### src/rtl/core/bpdc_pkg.sv
package bpdc_pkg;

  // fixed field widths
  localparam int LEVEL_BITS = 4;
  localparam int CFG_W      = 16;
  localparam int HINT_W     = 9;
  localparam int IDX_W      = 2;

  // register indexes
  localparam logic [IDX_W-1:0] REG_PRESS_MIN   = 2'd0;
  localparam logic [IDX_W-1:0] REG_SHORT_MAX   = 2'd1;
  localparam logic [IDX_W-1:0] REG_MID_MAX     = 2'd2;
  localparam logic [IDX_W-1:0] REG_HINT_LENGTH = 2'd3;

  // register reset values
  localparam logic [CFG_W-1:0]  PRESS_MIN_RST   = 16'd5;
  localparam logic [CFG_W-1:0]  SHORT_MAX_RST   = 16'd300;
  localparam logic [CFG_W-1:0]  MID_MAX_RST     = 16'd500;
  localparam logic [HINT_W-1:0] HINT_LENGTH_RST = 9'd300;

  // blink timing
  localparam logic [6:0] BLINK_LAST = 7'd99;  // period 100
  localparam logic [6:0] BLINK_ON   = 7'd20;
  localparam logic [2:0] FAST_LAST  = 3'd5;   // 2 x 3 - 1
  localparam logic [2:0] FAST_DIV   = 3'd3;
  localparam logic [5:0] SLOW_LAST  = 6'd59;  // 2 x 30 - 1
  localparam logic [5:0] SLOW_DIV   = 6'd30;

  typedef enum logic [1:0] {
    CLS_NONE  = 2'd0,
    CLS_SHORT = 2'd1,
    CLS_MID   = 2'd2,
    CLS_LONG  = 2'd3
  } cls_t;

  typedef enum logic [1:0] {
    HINT_OFF  = 2'd0,
    HINT_SLOW = 2'd1,
    HINT_FAST = 2'd2
  } hint_t;

  typedef enum logic [1:0] {
    POL_DOING = 2'd0,
    POL_NEXT  = 2'd1,
    POL_LAST  = 2'd2
  } policy_t;

  localparam logic [1:0] EVT_NONE = 2'd0;
  localparam logic [1:0] EVT_NEXT = 2'd1;
  localparam logic [1:0] EVT_LAST = 2'd2;

  // what a lane reports to the merge stage
  typedef struct packed {
    logic nz;    // hold count nonzero after this tick's increment
    logic inc;   // hold count steps up
    logic clr;   // classified release, count clears
    cls_t cls;   // class of this tick's release
  } lane_stat_t;

  // merge stage result
  typedef struct packed {
    logic       led;
    logic       aux;
    logic [1:0] event_code;
    policy_t    policy;
    hint_t      hint;
  } merge_out_t;

endpackage

### src/rtl/core/bpdc_if.sv
interface bpdc_tick_if;
  logic                             valid;
  logic                             ready;
  logic                             mode;
  logic [bpdc_pkg::LEVEL_BITS-1:0]  button_levels;

  modport source (output valid, mode, button_levels, input ready);
  modport sink   (input valid, mode, button_levels, output ready);
endinterface

interface bpdc_result_if;
  logic       valid;
  logic       ready;
  logic       led_on;
  logic       aux_pin;
  logic [1:0] button1_class;
  logic [1:0] button2_class;
  logic [1:0] button3_class;
  logic [1:0] policy_event;
  logic [1:0] run_policy;
  logic [1:0] hint_mode;

  modport source (output valid, led_on, aux_pin, button1_class, button2_class,
                  button3_class, policy_event, run_policy, hint_mode,
                  input ready);
  modport sink   (input valid, led_on, aux_pin, button1_class, button2_class,
                  button3_class, policy_event, run_policy, hint_mode,
                  output ready);
endinterface

### src/rtl/core/button_press_duration_classifier.sv
// channel  dir  handshake      payload
// tick     in   valid / ready  mode, button_levels
// result   out  valid / ready  led_on, aux_pin, button1..3_class, policy_event,
//                              run_policy, hint_mode
// wr       in   wr_en only     wr_index, wr_data (no read-back)
//
// one tick transaction per cycle unless stalled; its result shows in the output
// register in the cycle after acceptance, all state updates in that same cycle
// rst is synchronous, active high; ready is low while rst is high
// a result waiting in the output register does not block ticks as long as the
// sink takes it in the same cycle; only a stalled full register holds off ticks
module button_press_duration_classifier #(
  parameter int BUTTONS    = 4,
  parameter int COUNT_BITS = 16
) (
  input  logic                       clk,
  input  logic                       rst,
  bpdc_tick_if.sink                  tick,
  bpdc_result_if.source              result,
  input  logic                       wr_en,
  input  logic [bpdc_pkg::IDX_W-1:0] wr_index,
  input  logic [bpdc_pkg::CFG_W-1:0] wr_data
);
  import bpdc_pkg::*;

  // only four button levels exist on the tick, so lanes beyond that never matter
  localparam int LANES = (BUTTONS < LEVEL_BITS) ? BUTTONS : LEVEL_BITS;

  // configuration registers
  logic [CFG_W-1:0]  press_min;
  logic [CFG_W-1:0]  short_max;
  logic [CFG_W-1:0]  mid_max;
  logic [HINT_W-1:0] hint_length;

  always_ff @(posedge clk) begin
    if (rst) begin
      press_min   <= PRESS_MIN_RST;
      short_max   <= SHORT_MAX_RST;
      mid_max     <= MID_MAX_RST;
      hint_length <= HINT_LENGTH_RST;
    end else if (wr_en) begin
      case (wr_index)
        REG_PRESS_MIN:   press_min   <= wr_data;
        REG_SHORT_MAX:   short_max   <= wr_data;
        REG_MID_MAX:     mid_max     <= wr_data;
        REG_HINT_LENGTH: hint_length <= wr_data[HINT_W-1:0];
        default: ;
      endcase
    end
  end

  // handshake: the output register frees up when the sink takes it
  logic accept;
  logic scan;
  logic hint_tick;

  assign tick.ready = !rst && (!result.valid || result.ready);
  assign accept     = tick.valid && tick.ready;
  assign scan       = accept && !tick.mode;
  assign hint_tick  = accept && tick.mode;

  // one lane per button: hold counter and release classifier
  lane_stat_t stat     [LANES];
  cls_t       cls_next [LANES];

  for (genvar i = 0; i < LANES; i++) begin : g_lane
    bpdc_lane #(
      .COUNT_BITS (COUNT_BITS)
    ) u_lane (
      .clk       (clk),
      .rst       (rst),
      .scan      (scan),
      .level     (tick.button_levels[i]),
      .press_min (press_min),
      .short_max (short_max),
      .mid_max   (mid_max),
      .stat      (stat[i]),
      .cls_next  (cls_next[i])
    );
  end

  // merge: button 0 drives led blink, policy and hint
  merge_out_t res;

  bpdc_merge u_merge (
    .clk         (clk),
    .rst         (rst),
    .scan        (scan),
    .hint_tick   (hint_tick),
    .s0          (stat[0]),
    .hint_length (hint_length),
    .res         (res)
  );

  // latched classes of buttons 1 to 3, none for buttons that do not exist
  cls_t cls_out [1:3];

  for (genvar j = 1; j <= 3; j++) begin : g_cls
    if (j < LANES) begin : g_on
      assign cls_out[j] = cls_next[j];
    end else begin : g_off
      assign cls_out[j] = CLS_NONE;
    end
  end

  // output register
  always_ff @(posedge clk) begin
    if (rst) begin
      result.valid <= 1'b0;
    end else if (accept) begin
      result.valid <= 1'b1;
    end else if (result.ready) begin
      result.valid <= 1'b0;
    end
  end

  always_ff @(posedge clk) begin
    if (accept) begin
      result.led_on        <= res.led;
      result.aux_pin       <= res.aux;
      result.button1_class <= cls_out[1];
      result.button2_class <= cls_out[2];
      result.button3_class <= cls_out[3];
      result.policy_event  <= res.event_code;
      result.run_policy    <= res.policy;
      result.hint_mode     <= res.hint;
    end
  end

endmodule

### src/rtl/core/bpdc_lane.sv
module bpdc_lane #(
  parameter int COUNT_BITS = 16
) (
  input  logic                       clk,
  input  logic                       rst,
  input  logic                       scan,
  input  logic                       level,
  input  logic [bpdc_pkg::CFG_W-1:0] press_min,
  input  logic [bpdc_pkg::CFG_W-1:0] short_max,
  input  logic [bpdc_pkg::CFG_W-1:0] mid_max,
  output bpdc_pkg::lane_stat_t       stat,
  output bpdc_pkg::cls_t             cls_next
);
  import bpdc_pkg::*;

  localparam int CMP_W = (COUNT_BITS > CFG_W) ? COUNT_BITS : CFG_W;

  logic [COUNT_BITS-1:0] count;
  logic [COUNT_BITS-1:0] count_inc;
  logic [CMP_W-1:0]      cnt_x;
  cls_t                  cls;
  cls_t                  cls_now;
  logic                  pressed;
  logic                  released;
  logic                  sat;

  assign pressed   = scan && !level;
  assign released  = scan && level;
  assign sat       = &count;
  assign count_inc = (pressed && !sat) ? count + 1'b1 : count;
  assign cnt_x     = CMP_W'(count);

  // release classification, thresholds checked in order
  always_comb begin
    if (!released || cnt_x <= CMP_W'(press_min)) begin
      cls_now = CLS_NONE;
    end else if (cnt_x <= CMP_W'(short_max)) begin
      cls_now = CLS_SHORT;
    end else if (cnt_x <= CMP_W'(mid_max)) begin
      cls_now = CLS_MID;
    end else begin
      cls_now = CLS_LONG;
    end
  end

  assign stat.nz  = |count_inc;
  assign stat.inc = pressed && !sat;
  assign stat.clr = (cls_now != CLS_NONE);
  assign stat.cls = cls_now;
  assign cls_next = (cls_now != CLS_NONE) ? cls_now : cls;

  always_ff @(posedge clk) begin
    if (rst) begin
      count <= '0;
      cls   <= CLS_NONE;
    end else if (scan) begin
      count <= stat.clr ? '0 : count_inc;
      cls   <= cls_next;
    end
  end

endmodule

### src/rtl/core/bpdc_merge.sv
module bpdc_merge (
  input  logic                        clk,
  input  logic                        rst,
  input  logic                        scan,
  input  logic                        hint_tick,
  input  bpdc_pkg::lane_stat_t        s0,
  input  logic [bpdc_pkg::HINT_W-1:0] hint_length,
  output bpdc_pkg::merge_out_t        res
);
  import bpdc_pkg::*;

  logic              led;
  logic              aux;
  policy_t           policy;
  hint_t             hint;
  logic [HINT_W-1:0] hint_count;
  logic [2:0]        m6;     // hint_count mod 6
  logic [5:0]        m60;    // hint_count mod 60
  logic [6:0]        m100;   // button 0 hold count mod 100

  logic [HINT_W:0]   next_cnt;
  logic [2:0]        m6_next;
  logic [5:0]        m60_next;
  logic [6:0]        m100_cur;
  logic              phase;
  logic              hint_end;

  assign m100_cur = s0.inc ? ((m100 == BLINK_LAST) ? '0 : m100 + 1'b1) : m100;
  assign next_cnt = {1'b0, hint_count} + 1'b1;
  assign m6_next  = (m6 == FAST_LAST) ? '0 : m6 + 1'b1;
  assign m60_next = (m60 == SLOW_LAST) ? '0 : m60 + 1'b1;
  assign phase    = (hint == HINT_FAST) ? (m6_next >= FAST_DIV) : (m60_next >= SLOW_DIV);
  assign hint_end = next_cnt > {1'b0, hint_length};

  always_comb begin
    res.led        = led;
    res.aux        = aux;
    res.event_code = EVT_NONE;
    res.policy     = policy;
    res.hint       = hint;
    if (scan) begin
      res.led = s0.nz && (m100_cur < BLINK_ON);
      case (s0.cls)
        CLS_SHORT: begin
          res.policy     = POL_NEXT;
          res.hint       = HINT_SLOW;
          res.event_code = EVT_NEXT;
        end
        CLS_MID, CLS_LONG: begin
          res.policy     = POL_LAST;
          res.hint       = HINT_FAST;
          res.event_code = EVT_LAST;
        end
        default: ;
      endcase
    end else if (hint_tick) begin
      if (hint == HINT_SLOW || hint == HINT_FAST) begin
        res.led = phase;
        res.aux = !phase;
        if (hint_end) res.hint = HINT_OFF;
      end else begin
        res.led = 1'b0;
      end
    end
  end

  always_ff @(posedge clk) begin
    if (rst) begin
      led        <= 1'b0;
      aux        <= 1'b0;
      policy     <= POL_DOING;
      hint       <= HINT_OFF;
      hint_count <= '0;
      m6         <= '0;
      m60        <= '0;
      m100       <= '0;
    end else begin
      if (scan || hint_tick) begin
        led    <= res.led;
        aux    <= res.aux;
        policy <= res.policy;
        hint   <= res.hint;
      end
      if (scan) begin
        m100 <= s0.clr ? '0 : m100_cur;
      end
      if (hint_tick && (hint == HINT_SLOW || hint == HINT_FAST)) begin
        if (hint_end) begin
          hint_count <= '0;
          m6         <= '0;
          m60        <= '0;
        end else begin
          hint_count <= next_cnt[HINT_W-1:0];
          m6         <= m6_next;
          m60        <= m60_next;
        end
      end
    end
  end

endmodule

### src/flat_wrapper.sv
// flat-port wrapper written by rule: the top's interface ports become plain ports
module button_press_duration_classifier_flat import bpdc_pkg::*;
#(
  parameter int BUTTONS    = 4,
  parameter int COUNT_BITS = 16
)
  (clk, rst, wr_en, wr_index, wr_data, tick_valid, tick_mode, tick_button_levels, tick_ready, result_valid, result_led_on, result_aux_pin, result_button1_class, result_button2_class, result_button3_class, result_policy_event, result_run_policy, result_hint_mode, result_ready);
  bpdc_tick_if tick_i ();
  bpdc_result_if result_i ();
  input  logic clk;
  input  logic rst;
  input  logic wr_en;
  input  logic [bpdc_pkg::IDX_W-1:0] wr_index;
  input  logic [bpdc_pkg::CFG_W-1:0] wr_data;
  input wire logic [$bits(tick_i.valid)-1:0] tick_valid;
  input wire logic [$bits(tick_i.mode)-1:0] tick_mode;
  input wire logic [$bits(tick_i.button_levels)-1:0] tick_button_levels;
  output wire logic [$bits(tick_i.ready)-1:0] tick_ready;
  output wire logic [$bits(result_i.valid)-1:0] result_valid;
  output wire logic [$bits(result_i.led_on)-1:0] result_led_on;
  output wire logic [$bits(result_i.aux_pin)-1:0] result_aux_pin;
  output wire logic [$bits(result_i.button1_class)-1:0] result_button1_class;
  output wire logic [$bits(result_i.button2_class)-1:0] result_button2_class;
  output wire logic [$bits(result_i.button3_class)-1:0] result_button3_class;
  output wire logic [$bits(result_i.policy_event)-1:0] result_policy_event;
  output wire logic [$bits(result_i.run_policy)-1:0] result_run_policy;
  output wire logic [$bits(result_i.hint_mode)-1:0] result_hint_mode;
  input wire logic [$bits(result_i.ready)-1:0] result_ready;
  assign tick_i.valid = tick_valid;
  assign tick_i.mode = tick_mode;
  assign tick_i.button_levels = tick_button_levels;
  assign tick_ready = tick_i.ready;
  assign result_valid = result_i.valid;
  assign result_led_on = result_i.led_on;
  assign result_aux_pin = result_i.aux_pin;
  assign result_button1_class = result_i.button1_class;
  assign result_button2_class = result_i.button2_class;
  assign result_button3_class = result_i.button3_class;
  assign result_policy_event = result_i.policy_event;
  assign result_run_policy = result_i.run_policy;
  assign result_hint_mode = result_i.hint_mode;
  assign result_i.ready = result_ready;
  button_press_duration_classifier #(.BUTTONS(BUTTONS), .COUNT_BITS(COUNT_BITS)) u_core (.clk(clk), .rst(rst), .tick(tick_i), .result(result_i), .wr_en(wr_en), .wr_index(wr_index), .wr_data(wr_data));
endmodule
### config.mk
export PLATFORM = sky130hd
export DESIGN_NAME = button_press_duration_classifier_flat
export DESIGN_NICKNAME = d
export VERILOG_FILES = /design/src/rtl/core/bpdc_pkg.sv /design/src/rtl/core/bpdc_if.sv /design/src/rtl/core/button_press_duration_classifier.sv /design/src/rtl/core/bpdc_lane.sv /design/src/rtl/core/bpdc_merge.sv /design/src/flat_wrapper.sv
export SDC_FILE = /design/constraint.sdc
export NUM_CORES = 1
export LEC_CHECK = 0
export ABC_AREA = 1
export BUFFER_PORTS_ARGS = -buffer_cell sky130_fd_sc_hd__buf_2
export CAP_MARGIN = 20
export CORE_ASPECT_RATIO = 1.2
export CORE_MARGIN = 1.5
export CORE_UTILIZATION = 60
export CTS_CLUSTER_SIZE = 12
export DETAILED_ROUTE_END_ITERATION = 7
export PLACE_DENSITY = 0.76
export REMOVE_ABC_BUFFERS = 1
export SLEW_MARGIN = 15
export SYNTH_ARGS = -nofsm -noshare
export SYNTH_HDL_FRONTEND = slang
export SYNTH_SLANG_ARGS = --single-unit
### constraint.sdc
create_clock -name clk -period 5.15 [get_ports clk]
set_input_delay 0.2575 -clock clk [delete_from_list [all_inputs] [get_ports clk]]
set_output_delay 0.2575 -clock clk [all_outputs]
set_load 0.005 [all_outputs]
==> out/qor.txt, run 1 <==
Post-Syn Instances: 1718
Worst-margin pin slew: 0.989 ns
Synth Register Bits: 173
Clk_skew: 0.00825 ns
Vias post-DR: 11630
WL/cell: 16.6 um
Asr flop ratio synth: 0%
Initial antenna violation count: 0
Worst Setup Start Kind: flop
Critical Path RT: 5.34 ns
Final hold vios: 0
Number of synthesized flops with an enable pin: 14
RSZ-0062 raised after global routing: false
Clock tree from TritonCTS: yes
# diodes: 0
Area delta synth->final: 7.81%
Number of fill cells: 1810
Post-route setup slack: 2.21 ns
Worst vdd ir: 0.249 mV
WS Path Type: reg2reg
Worst Path Arrival: 3.13 ns
CP Capture Type: flop
Final WL: 33500 um
Final Power: 3.00 mW
Starting density of the core: 61.1%
Predominant post-synthesis flop cell: dfxtp_1
Uppermost layer routed: met4
Outcome: complete, no violations
Slew Limit Fails: 0
Delay-heaviest family, CP: simple AND/OR/NAND/NOR gates
Post-synthesis sequential area ratio: 29.2%
DP Area: 0.0127 mm2
Mapped cell area: 0.0123 mm2
Critical Path, Cell by Cell: inv_1 > ha_1 > nand2_1 > inv_1 > nand3_1 > nor3_1 > nand3_1 > nand3_1 > inv_1 > nand2_1 > inv_1 > o21ai_0 > inv_1
Fin area: 0.0133 mm2
Final period util: 57.1%
Vias in the first global route: 10857
Post-route antenna net violation count: 0
Slowest-stage cell, CP: nand2_1
Post-DR vias/cell: 5.75
Post-cts sizing count: 0
Pin count of the biggest net entering global routing: 62
Die area: 0.0214 mm2
Port Buffer Count: 43
Most used cell, CP: inv_1
Die Y: 160 um
Maxcap violations: 0
GPL Wtd Cong: 0.929
Met1 wire length: 14600 um
Drt drc: 0
Die span in x: 134 um
GRT Overall Usage: 32.0%
Yosys Warn Count: 0
R2R setup slack: 2.21 ns
Length of routed met3 wiring: 2030 um
Routed wl met2: 15500 um
Hold buffer count at cts: 0
Fmax: 0.340 GHz
P_leak: 6.22 nW
Clock Tree Root: clkbuf_16
Total congestion overflow: 0
H-tree levels: 4
Clock-pin slew of the registers on the worst-case setup and hold paths: 0.07 ns
Syn avg cell area: 7.18 um2
Detailed Routing Iterations Pass 1: 6
Minimum clock period: 2.94 ns
Clock sink total: 173
Relative slew slack: 33.9%
DP HPWL: 24700 um
Buf+Inv Stages, Crit Path: 5
Crit Path Max Fanout: 22
Yosys cell types: 46
Site Rows: 57
TritonCTS Buffers: 17
Initial drt markers: 857
Skew-Pair Late Insertion Delay: 0.44 ns
Most frequent cells in the layout: nand2_1 (363), inv_1 (194), ha_1 (194)
Total negative slack: 0 ns
Worst path max stage delay: 0.56 ns
I/O Pins: 44
Share of cells above drive strength 1: 6.03%
Place WS: 2.22 ns
Commonest non-fill, non-tap cell in the layout: nand2_1
CORE AREA: 0.0202 mm2
Setup bufs post-CTS: 0
Setup violators final: 0
Power Density: 225 mW/mm2
Hold crit path type: in2reg
Worst-case clock buffer depth: 2
Final layout net count: 1966
First-pass GRT wire length: 54400 um
## cell families (layout without fill, tap and decap cells)
logic type                 Yosys count  after routing  share of synthesized area [%]
and+or+nand+nor                    740            740                           26.1
AOI/OAI and AO/OA                  322            322                           14.0
buffers and inverters              244            283                           7.82
adders and majority gates          194            194                           19.7
DFF                                173            173                           29.2
xor gates and xnor gates            45             45                           3.19
## cells in the mapped netlist (all sizes together) (18+ instances only)
cell type | n | share of area [%]
nor2 | 170 | 5.4
nand4 | 27 | 1.5
ha | 194 | 20
xor2 | 37 | 2.6
nand3 | 108 | 4.5
clkbuf | 25 | 0.76
inv | 202 | 6.1
nand2 | 369 | 11
a21oi | 177 | 7.2
dfxtp | 159 | 26
nor3 | 31 | 1.3
o211ai | 18 | 1.1
o21ai | 100 | 4.1
## worst reg2reg max path: stages, from the launching register on
cell,delay (ns)
dfxtp_1,0.32
inv_1,0.13
ha_1,0.33
nand2_1,0.05
inv_1,0.06
nand3_1,0.06
nor3_1,0.28
nand3_1,0.12
nand3_1,0.09
inv_1,0.04
nand2_1,0.56
inv_1,0.30
o21ai_0,0.30
inv_1,0.06
## final cells by class
| class | instances | area, um2 | area share, % |
|---|---|---|---|
| clock inverters | 15 | 160 | 1.20 |
| clock buffers | 17 | 425 | 3.20 |
| multi-input cells | 1301 | 7770 | 58.4 |
| repair buffers | 47 | 245 | 1.84 |
| well taps | 265 | 332 | 2.49 |
| inverters | 204 | 766 | 5.76 |
| flip-flops and latches | 173 | 3600 | 27.1 |
## path summary, 6_finish.rpt
kind	start	depth (start not counted)	endpoint
max reg2reg	u_core.press_min[11]	13	u_core.result.run_policy[1]
min reg2reg	u_core.hint_length[6]	2	u_core.hint_length[6]
max	u_core.press_min[11]	13	u_core.result.run_policy[1]
min	wr_data[5]	3	u_core.mid_max[5]
## power breakdown
part | internal, mW | switching (mW) | total, mW
clock network | 0.723 | 0.592 | 1.31
logic | 0.0866 | 0.203 | 0.290
registers | 1.38 | 0.0128 | 1.40
## layer usage
layer | GRT usage (%) | vias to the layer above
met5 | 0 | -
met4 | 14.4 | 0
met3 | 5.43 | 86
met2 | 53.7 | 403
met1 | 40.1 | 5301
li1 | - | 5840
## registers in the layout, summed over array words and instances (netlist names)
signal                       flops
u_core.g_lane.u_lane.cls         6
u_core.g_lane.u_lane.cnt_x      64
u_core.hint_length               9
u_core.mid_max                  16
u_core.press_min                16
u_core.result.aux_pin            1
u_core.result.button1_class      2
u_core.result.button2_class      2
u_core.result.button3_class      2
u_core.result.hint_mode          2
u_core.result.led_on             1
u_core.result.policy_event       2
u_core.result.run_policy         2
u_core.result.valid              1
u_core.short_max                16
u_core.u_merge.aux               1
u_core.u_merge.hint              2
u_core.u_merge.hint_count        9
u_core.u_merge.led               1
u_core.u_merge.m100              7
u_core.u_merge.m6                3
u_core.u_merge.m60               6
u_core.u_merge.policy            2
## stage by stage
stage / util (%) / cells / hold WS [ns]
floorplan: - / 1678 / 0.327
global placement: 63.0 / 1990 / 0.458
detailed placement: 63.0 / 1990 / 0.464
CTS: 65.9 / 2022 / 0.0786
global route: 65.9 / 2022 / 0.103
finish: 65.9 / 2022 / 0.101
Power figures use the tool's default switching activity.
==> run 2, diff against run 1 <==
- CORE_UTILIZATION: 60 -> 57
- PLACE_DENSITY: 0.76 -> 0.75
- clock period: 5.15 -> 2.4 ns (I/O delays scaled with it)
==> run 2 against run 1 <==
Sequential power rose by 110%. Setup slack got worse by 2.4 ns. Clock power rose by 120%. Die area rose by 5.2%. First-iteration DRC count rose by 4.0%. The flow now finishes with violations (design-rule violations, negative setup slack). Largest cell class unchanged. Register-to-register slack got worse by 2.4 ns. Via count rose by 4.0%. Largest power group unchanged.
==> out/qor.txt, run 2 (synthesized netlist as in run 1, its figures left out) <==
Pin count of the biggest net entering global routing: 62
Clock tree from TritonCTS: yes
Maxcap violations: 0
Site Rows: 58
Worst Path Arrival: 2.99 ns
GPL Wtd Cong: 0.917
Die Y: 164 um
H-tree levels: 4
Reg2reg end: u_core.u_merge.hint_count[4]
Port Buffer Count: 43
TritonCTS Buffers: 17
Place WS: -0.247 ns
WL/cell: 17.2 um
Post-route antenna net violation count: 0
Fin area: 0.0143 mm2
Worst-margin pin slew: 0.627 ns
Hold path endpoint: u_core.short_max[9]
Worst-case clock buffer depth: 2
WS Path Type: reg2reg
Number of fill cells: 1808
Starting density of the core: 58.4%
Reg2reg start: u_core.u_merge.hint_count[1]
Total congestion overflow: 0
Max FFs per register: 64
Fmax: 0.380 GHz
Most frequent cells in the layout: nand2_1 (356), ha_1 (190), inv_1 (186)
Worst vdd ir: 0.542 mV
P_leak: 6.70 nW
Final period util: 110%
Clk_skew: 0.0102 ns
Detailed Routing Iterations Pass 1: 8
Vias in the first global route: 11296
Drt drc: 7
Initial antenna violation count: 0
Post-route insts no fill: 2115
Die area: 0.0225 mm2
Slew Limit Fails: 0
First-pass GRT wire length: 56300 um
Share of cells above drive strength 1: 12.8%
Power Density: 458 mW/mm2
Initial drt markers: 891
Die span in x: 137 um
Critical Path RT: 2.76 ns
# diodes: 0
Minimum clock period: 2.63 ns
Total negative slack: -2.93 ns
Crit Path Max Fanout: 7
R2R setup slack: -0.23 ns
RSZ-0062 raised after global routing: true
Outcome: finished, violations left
Placed Cells: 2054
Post-route setup slack: -0.231 ns
Skew-Pair Late Insertion Delay: 0.44 ns
Commonest non-fill, non-tap cell in the layout: nand2_1
CORE AREA: 0.0211 mm2
Final Power: 6.56 mW
CP Capture Type: flop
Worst hold start: wr_data[9]
Worst Setup Start Kind: flop
Clock Tree Root: clkbuf_16
Clock-pin slew of the registers on the worst-case setup and hold paths: 0.07 ns
GRT Overall Usage: 32.5%
I/O Pins: 44
Final hold vios: 0
Hold-critical path depth: 3
Clock sink total: 173
Final WL: 36300 um
Post-DR vias/cell: 5.72
Hold crit path type: in2reg
Vias post-DR: 12092
R2r worst-path depth: 15
Final layout net count: 2054
Util after Layout: 67.8%
DP HPWL: 26200 um
Relative slew slack: 58.2%
Final hold slack: 0.0150 ns
Setup violators final: 22
Largest register by flop count: u_core.g_lane.u_lane.cnt_x
Violated checks: design-rule violations, negative setup slack
Area delta synth->final: 16.1%
DP Area: 0.0132 mm2
-- run 2: changes by cell type in the layout (fill, tap and decap cells not counted), sizes merged --
cell,delta
inv,+1
bufinv,-1
clkinv,+2
buf,+74
dlygate4sd3,+14
clkinvlp,-2
-- run 2: layout make-up --
cell class / instances / area (um2) / share of cell area [%]
Sequential cell: 173 / 3610 / 25.2
Inverter: 204 / 766 / 5.35
Clock buffer: 17 / 425 / 2.97
Tap cell: 270 / 338 / 2.36
Clock inverter: 15 / 174 / 1.21
Multi-Input combinational cell: 1301 / 8020 / 56.0
Timing Repair Buffer: 135 / 986 / 6.88
-- run 2: worst max-delay path, cell delays in order, from the launching register on --
cell and delay, ns:
dfxtp_4 0.37, buf_6 0.09, nand2_2 0.05, nor2_2 0.15, nand2_2 0.09, buf_6 0.12, xor2_2 0.14, ha_1 0.33
a21oi_1 0.17, o21ai_0 0.15, a21oi_2 0.19, o21ai_2 0.10, nand3_4 0.10, nand2_4 0.09, buf_12 0.17, a211oi_2 0.21
-- run 2: where the power goes --
group | switching, mW | leakage, nW | internal [mW] | total, mW
logic | 0.474 | 4.98 | 0.231 | 0.705
registers | 0.0275 | 1.43 | 2.97 | 2.99
clock network | 1.38 | 0.291 | 1.49 | 2.87
-- run 2: worst max-delay path by stage --
| stage | start | end | slack, ns | depth (start not counted) |
|---|---|---|---|---|
| 6_report | u_core.u_merge.hint_count[1] | u_core.u_merge.hint_count[4] | -0.23 | 15 |
| 5_1_grt | u_core.u_merge.hint_count[3] | u_core.u_merge.hint_count[4] | -0.35 | 14 |
| 4_1_cts | u_core.u_merge.hint_count[1] | u_core.u_merge.m60[2] | -0.15 | 17 |
| 3_5_place_dp | u_core.u_merge.hint_count[1] | u_core.u_merge.hint_count[4] | -0.25 | 17 |
| 3_3_place_gp | u_core.u_merge.hint_count[0] | u_core.u_merge.m60[4] | -0.14 | 17 |
| 2_1_floorplan | u_core.u_merge.hint_count[0] | u_core.result.hint_mode[0] | -0.03 | 16 |
-- run 2: what timing repair did --
item	4_1_cts	5_1_grt
hold endpoints to repair	27	0
hold buffers	14	0
buffers inserted	6	9
pin swaps	11	20
cloned	1	0
endpoints found under the setup margin	21	32
gates resized for setup	19	48
-- run 2: metal layers --
metal / up-vias / routed length [um] / track usage [%]
li1: 6000 / - / -
met1: 5557 / 15300 / 39.3
met2: 427 / 17400 / 56.0
met3: 108 / 2070 / 4.60
met4: 0 / 1600 / 16.2
met5: - / 0 / 0
